`src/sv/scp_pkg.sv`:
```
// ----------------------------------------------------------------------------
// scp_pkg
// Shared types and constants for the sieve prime counter.
// ----------------------------------------------------------------------------
package scp_pkg;

	localparam int unsigned LIMIT_W = 17;
	localparam int unsigned ADDR_W  = 16;
	localparam int unsigned P_W     = 9;
	localparam int unsigned SQ_W    = 2 * P_W;
	localparam int unsigned STEP_W  = P_W + 1;

	localparam logic [LIMIT_W-1:0] MAX_N     = 17'd65536;
	localparam logic [LIMIT_W-1:0] MIN_N     = 17'd2;
	localparam logic [P_W-1:0]     FIRST_ODD = 9'd3;

	typedef enum logic [2:0] {
		ST_IDLE,
		ST_CLEAR,
		ST_PCHK,
		ST_PWAIT,
		ST_MARK,
		ST_COUNT,
		ST_CDRAIN,
		ST_FINISH
	} scp_state_t;

	typedef struct packed {
		logic              en;
		logic              we;
		logic [ADDR_W-1:0] addr;
		logic              wdata;
	} scp_map_req_t;

	typedef struct packed {
		logic               valid;
		logic [LIMIT_W-1:0] count;
		logic               err;
	} scp_result_t;

endpackage

```
`src/sv/scp_seq.sv`:
```
// ----------------------------------------------------------------------------
// scp_seq
// Sequencer for the sieve: clear and even marking, odd prime marking and the
// final count, with the index and p steps driven through one shared adder and one comparator.
// ----------------------------------------------------------------------------
module scp_seq (
	input  logic                           clk,
	input  logic                           arst_n,
	input  logic                           start,
	input  logic [scp_pkg::LIMIT_W-1:0]    limit,
	output logic                           idle,
	output scp_pkg::scp_result_t           res,
	input  logic                           res_take,
	output scp_pkg::scp_map_req_t          map_req,
	input  logic                           map_rdata
);

	scp_pkg::scp_state_t state_q, state_d;

	logic [scp_pkg::LIMIT_W-1:0] n_q;
	logic [scp_pkg::LIMIT_W-1:0] idx_q;
	logic [scp_pkg::STEP_W-1:0]  step_q;
	logic [scp_pkg::P_W-1:0]     p_q;
	logic [scp_pkg::LIMIT_W-1:0] cnt_q;
	logic                        err_q;
	logic                        rd_vld_s1;

	logic [scp_pkg::SQ_W-1:0]    sq;
	logic [scp_pkg::SQ_W-1:0]    cmp_a;
	logic                        lt;
	logic [scp_pkg::LIMIT_W-1:0] add_a, add_b, add_sum;
	logic                        bad_limit;
	logic                        init_bit;

	assign sq = scp_pkg::SQ_W'(p_q) * scp_pkg::SQ_W'(p_q);

	// One comparator against the limit: the square of p while checking the
	// outer loop, otherwise the running index.
	assign cmp_a = (state_q == scp_pkg::ST_PCHK) ? sq : scp_pkg::SQ_W'(idx_q);
	assign lt    = cmp_a < scp_pkg::SQ_W'(n_q);

	// One adder: the index advances by one or by 2p, and p advances by two
	// when the index is not moving.
	always_comb begin
		add_a = idx_q;
		add_b = scp_pkg::LIMIT_W'(1);
		case (state_q)
			scp_pkg::ST_MARK: begin
				if (lt) begin
					add_b = scp_pkg::LIMIT_W'(step_q);
				end else begin
					add_a = scp_pkg::LIMIT_W'(p_q);
					add_b = scp_pkg::LIMIT_W'(2);
				end
			end
			scp_pkg::ST_PWAIT: begin
				add_a = scp_pkg::LIMIT_W'(p_q);
				add_b = scp_pkg::LIMIT_W'(2);
			end
			default: begin
				add_a = idx_q;
				add_b = scp_pkg::LIMIT_W'(1);
			end
		endcase
	end

	assign add_sum   = add_a + add_b;
	assign bad_limit = (limit < scp_pkg::MIN_N) || (limit > scp_pkg::MAX_N);
	// Clearing and even marking share one pass: 0, 1 and even numbers from
	// four are composite, everything else starts as prime.
	assign init_bit  = (idx_q < scp_pkg::LIMIT_W'(2))
		|| ((idx_q >= scp_pkg::LIMIT_W'(4)) && !idx_q[0]);

	always_comb begin
		state_d = state_q;
		case (state_q)
			scp_pkg::ST_IDLE: begin
				if (start) begin
					state_d = bad_limit ? scp_pkg::ST_FINISH : scp_pkg::ST_CLEAR;
				end
			end
			scp_pkg::ST_CLEAR:  if (!lt) state_d = scp_pkg::ST_PCHK;
			scp_pkg::ST_PCHK:   state_d = lt ? scp_pkg::ST_PWAIT : scp_pkg::ST_COUNT;
			scp_pkg::ST_PWAIT:  state_d = map_rdata ? scp_pkg::ST_PCHK : scp_pkg::ST_MARK;
			scp_pkg::ST_MARK:   if (!lt) state_d = scp_pkg::ST_PCHK;
			scp_pkg::ST_COUNT:  if (!lt) state_d = scp_pkg::ST_CDRAIN;
			scp_pkg::ST_CDRAIN: state_d = scp_pkg::ST_FINISH;
			scp_pkg::ST_FINISH: if (res_take) state_d = scp_pkg::ST_IDLE;
			default:            state_d = scp_pkg::ST_IDLE;
		endcase
	end

	always_comb begin
		idle          = 1'b0;
		res.valid     = 1'b0;
		res.count     = cnt_q;
		res.err       = err_q;
		map_req.en    = 1'b0;
		map_req.we    = 1'b0;
		map_req.addr  = idx_q[scp_pkg::ADDR_W-1:0];
		map_req.wdata = 1'b1;
		case (state_q)
			scp_pkg::ST_IDLE: idle = 1'b1;
			scp_pkg::ST_CLEAR: begin
				map_req.en    = lt;
				map_req.we    = lt;
				map_req.wdata = init_bit;
			end
			scp_pkg::ST_PCHK: begin
				map_req.en   = lt;
				map_req.addr = scp_pkg::ADDR_W'(p_q);
			end
			scp_pkg::ST_MARK: begin
				map_req.en = lt;
				map_req.we = lt;
			end
			scp_pkg::ST_COUNT:  map_req.en = lt;
			scp_pkg::ST_FINISH: res.valid = 1'b1;
			default: begin
				idle = 1'b0;
			end
		endcase
	end

	always_ff @(posedge clk or negedge arst_n) begin
		if (!arst_n) begin
			state_q   <= scp_pkg::ST_IDLE;
			rd_vld_s1 <= 1'b0;
		end else begin
			state_q   <= state_d;
			rd_vld_s1 <= (state_q == scp_pkg::ST_COUNT) && lt;
		end
	end

	always_ff @(posedge clk) begin
		if (rd_vld_s1 && !map_rdata) begin
			cnt_q <= cnt_q + scp_pkg::LIMIT_W'(1);
		end
		case (state_q)
			scp_pkg::ST_IDLE: begin
				if (start) begin
					n_q   <= limit;
					err_q <= bad_limit;
					cnt_q <= '0;
					idx_q <= '0;
					p_q   <= scp_pkg::FIRST_ODD;
				end
			end
			scp_pkg::ST_CLEAR: begin
				if (lt) begin
					idx_q <= add_sum;
				end
			end
			scp_pkg::ST_PCHK: begin
				if (!lt) begin
					idx_q <= '0;
				end
			end
			scp_pkg::ST_PWAIT: begin
				if (map_rdata) begin
					p_q <= add_sum[scp_pkg::P_W-1:0];
				end else begin
					idx_q  <= sq[scp_pkg::LIMIT_W-1:0];
					step_q <= {p_q, 1'b0};
				end
			end
			scp_pkg::ST_MARK: begin
				if (lt) begin
					idx_q <= add_sum;
				end else begin
					p_q <= add_sum[scp_pkg::P_W-1:0];
				end
			end
			scp_pkg::ST_COUNT: begin
				if (lt) begin
					idx_q <= add_sum;
				end
			end
			default: begin
				n_q <= n_q;
			end
		endcase
	end

`ifndef SYNTHESIS
	a_write_below_limit: assert property (@(posedge clk) disable iff (!arst_n)
		(map_req.en && map_req.we) |-> (scp_pkg::LIMIT_W'(map_req.addr) < n_q))
		else $error("map write at or beyond the limit");

	a_finish_to_idle: assert property (@(posedge clk) disable iff (!arst_n)
		(state_q == scp_pkg::ST_FINISH && res_take) |=> (state_q == scp_pkg::ST_IDLE))
		else $error("sequencer did not return to idle after the result was taken");

	a_p_odd: assert property (@(posedge clk) disable iff (!arst_n)
		(state_q == scp_pkg::ST_PCHK) |-> p_q[0])
		else $error("outer sieve variable is even");

	a_err_zero: assert property (@(posedge clk) disable iff (!arst_n)
		(res.valid && res.err) |-> (res.count == '0))
		else $error("error result carries a non-zero count");

	a_count_bounded: assert property (@(posedge clk) disable iff (!arst_n)
		(res.valid && !res.err) |-> (res.count < n_q))
		else $error("prime count not below the limit");
`endif

endmodule

```
`config.mk`:
```
export PLATFORM = sky130hd
export DESIGN_NAME = scp_seq
export DESIGN_NICKNAME = d
export VERILOG_FILES = /design/src/sv/scp_pkg.sv /design/src/sv/scp_seq.sv
export SDC_FILE = /design/constraint.sdc
export NUM_CORES = 1
export LEC_CHECK = 0
export ABC_CLOCK_PERIOD_IN_PS = 21500
export BUFFER_PORTS_ARGS = -buffer_cell sky130_fd_sc_hd__buf_2
export CORE_AREA = 2 2 109 153
export CTS_CLUSTER_SIZE = 12
export DETAILED_ROUTE_END_ITERATION = 10
export DIE_AREA = 0 0 111 155
export PLACE_DENSITY = 0.6
export SLEW_MARGIN = 10
export SYNTH_ARGS = -nofsm -noshare
export SYNTH_HDL_FRONTEND = slang
export SYNTH_SLANG_ARGS = --single-unit
```
`constraint.sdc`:
```
create_clock -name clk -period 21.5 [get_ports clk]
set_clock_uncertainty 0.2 [all_clocks]
set_input_delay 1.075 -clock clk [delete_from_list [all_inputs] [get_ports clk]]
set_output_delay 1.075 -clock clk [all_outputs]
set_load 0.05 [all_outputs]
```
==> flow_metrics.env <==
export IMPL_critPathLaunchType="register"
export IMPL_grt_overflow=0
export IMPL_synth_seq_area_share_pct=31.2
export IMPL_setup_violations=0
export IMPL_finalWirelength_mm=16.8
export IMPL_cts_setup_buffers=0
export IMPL_ys_flop_type="edfxtp_1"
export IMPL_worst_path_largest_cell_delay_ps=690
export IMPL_clk_pin_slew_worst_paths_ps=60
export IMPL_place_gp_congestion=0.851
export IMPL_syn_area_mm2=0.00652
export IMPL_synth_cell_types=63
export IMPL_grt_max_degree=36
export IMPL_area_growth_pct=11.6
export IMPL_ctsHoldBuffers=0
export IMPL_num_io_pins=61
export IMPL_die_h_um=155
export IMPL_avgRoutedWirePerCell_um=17.8
export IMPL_rsz0062_at_grt="false"
export IMPL_cts_buffers=9
export IMPL_diodes=0
export IMPL_worstPathMaxFanout=13
export IMPL_fin_crit_sh_pct=45.0
export IMPL_reg2reg_depth=31
export IMPL_setup_slack_ps=11830
export IMPL_hold_end="cnt_q[10]"
export IMPL_finalCriticalPeriod_ps=9670
export IMPL_yosys_top_cells_area="edfxtp_1, ha_1, fa_1"
export IMPL_synthDominantCellAreaShare_pct=24.4
export IMPL_dp_hpwl_mm=13.4
export IMPL_synthTopCellsByCount="inv_1, ha_1, nand2_1"
export IMPL_path_class="reg2reg"
export IMPL_htree_levels=3
export IMPL_die_area_mm2=0.0172
export IMPL_end_kind="register"
export IMPL_reg2reg_to="idx_q[9]"
export IMPL_final_nets=861
export IMPL_syn_nets=810
export IMPL_drive_gt1_share_pct=13.2
export IMPL_cts_resized=0
export IMPL_rrSetupSlack_ps=11830
export IMPL_first_pass_iters=5
export IMPL_drv_cap=0
export IMPL_track_usage_pct=19.7
export IMPL_yosysMostFrequentCell="inv_1"
export IMPL_drc=0
export IMPL_grt_first_pass_wirelength_mm=27.0
export IMPL_vias=5260
export IMPL_rows=55
export IMPL_core_area_mm2=0.0159
export IMPL_synth_async_reset_ratio_pct=5.41
export IMPL_cts_buffer_depth=2
export IMPL_drt_initial_drc_count=303
export IMPL_hold_start="cnt_q[10]"
export IMPL_worstMarginPinSlew_ps=859
export IMPL_finalMaxSlewViolations=0
export IMPL_drtAntennaViolNets=0
export IMPL_hp_class="reg2reg"
export IMPL_worstSkewPairLatency_ps=340
export IMPL_holdPathStages=2
export IMPL_cts_tree="done"
export IMPL_grt_pass1_vias=5469
export IMPL_antenna_found_initial=0
export IMPL_ctsRootBufferMaster="clkbuf_16"
export IMPL_cts_num_sinks=74
export IMPL_synth_seq_cells=74
export IMPL_max_clock_freq_mhz=103
export IMPL_synth_edff_count=53
export IMPL_setup_tns_ps=0
export IMPL_cpMaxStageDelayCell="edfxtp_1"
export IMPL_relSlewSlack_pct=42.7
export IMPL_dp_slack_ps=11850
export IMPL_yosysWarnings=0
export IMPL_outcome="finished, final reports clean"
export IMPL_yosys_area_top_type="edfxtp_1"
export IMPL_arrival_ps=9620
export IMPL_initial_core_util_pct=41.0
export IMPL_finalHoldViolCount=0
export IMPL_cp_required_ps=21450
export IMPL_synth_cells=693
export IMPL_port_buffers=60
export IMPL_r2r_start="p_q[1]"
export IMPL_synth_area_per_cell_um2=9.41
export IMPL_vias_per_cell=5.55
export IMPL_fp_dieW_um=111
==> sequential cells by signal, summed over array words and instances, names as in the netlist <==
name,count
p_q,9
n_q,17
step_q,9
err_q,1
idx_q,17
cnt_q,17
state_q,3
rd_vld_s1,1
==> cells by family (layout without fill, tap and decap cells) <==
| group | count (synthesis) | after routing | share of synthesized area [%] |
|---|---|---|---|
| buf+inv | 115 | 171 | 7.06 |
| mux | 14 | 14 | 2.78 |
| simple gates | 223 | 223 | 17.4 |
| flops | 74 | 74 | 31.2 |
| fa+ha+maj | 95 | 95 | 22.1 |
| compound gates | 126 | 126 | 13.2 |
| xor+xnor | 46 | 46 | 6.18 |
==> worst max-delay path: cells and delay by family (launching register included) <==
family          cells  cell delay, ps
flops               1             690
fa+ha+maj           7            2960
xor+xnor            1             210
simple gates        4             770
buf+inv             4             240
compound gates     15            4370
==> layer usage <==
metal / GRT usage, % / wire, um / part of all wire [%] / up-vias
met2: 36.8 / 9050 / 54 / 158
met4: 8.15 / 532 / 3.2 / 0
met3: 3.23 / 672 / 4.0 / 40
li1: - / - / - / 2492
met1: 22.2 / 6590 / 39 / 2570
met5: 0 / 0 / 0 / -
==> through the flow <==
step	util, %	instance area, um2	hold WS [ps]	std cells
6_report	45.8	7280	300	948
5_1_grt	45.8	7280	330	948
4_1_cts	45.8	7280	305	948
3_5_place_dp	43.9	6980	296	932
3_3_place_gp	43.9	6980	275	932
2_1_floorplan	-	6520	248	693
==> worst max-delay path by stage <==
stage	start	end	slack (ps)
after detailed placement	p_q[1]	idx_q[9]	11850
after global placement	p_q[1]	idx_q[9]	12160
after CTS	p_q[1]	idx_q[9]	11810
final	p_q[1]	idx_q[9]	11830
after global routing	p_q[1]	idx_q[9]	11160
after floorplan	p_q[6]	idx_q[9]	12970
==> final cells by class <==
| type | count | area [um2] |
|---|---|---|
| Multi-Input combinational cell | 504 | 4030 |
| Inverter | 90 | 338 |
| Clock buffer | 9 | 225 |
| Clock inverter | 7 | 67.6 |
| Fill cell | 1557 | 8620 |
| Timing Repair Buffer | 65 | 338 |
| Tap cell | 199 | 249 |
| Sequential cell | 74 | 2030 |
==> layout by cell type (no fill, tap or decap), types with 6 or more instances in the layout <==
cell       instances
nor3_1            12
o21a_1             9
a21o_1             7
and2_1            43
buf_2             60
ha_1              61
o22ai_1           11
dfxtp_1           17
fa_1              34
nand4_1           10
nor2b_1            8
nor2_1            51
nand2_1           54
nor4_1             6
o21bai_1           8
xor2_1            31
mux2_4             7
clkbuf_16          9
o21ai_0           22
a21oi_1           25
nand3_1           14
xnor2_1           15
inv_1             90
edfxtp_1          53
Power is left out: the tool's default activity adds up to more than one toggle a clock period on the data nets, which glitch-free logic cannot reach.
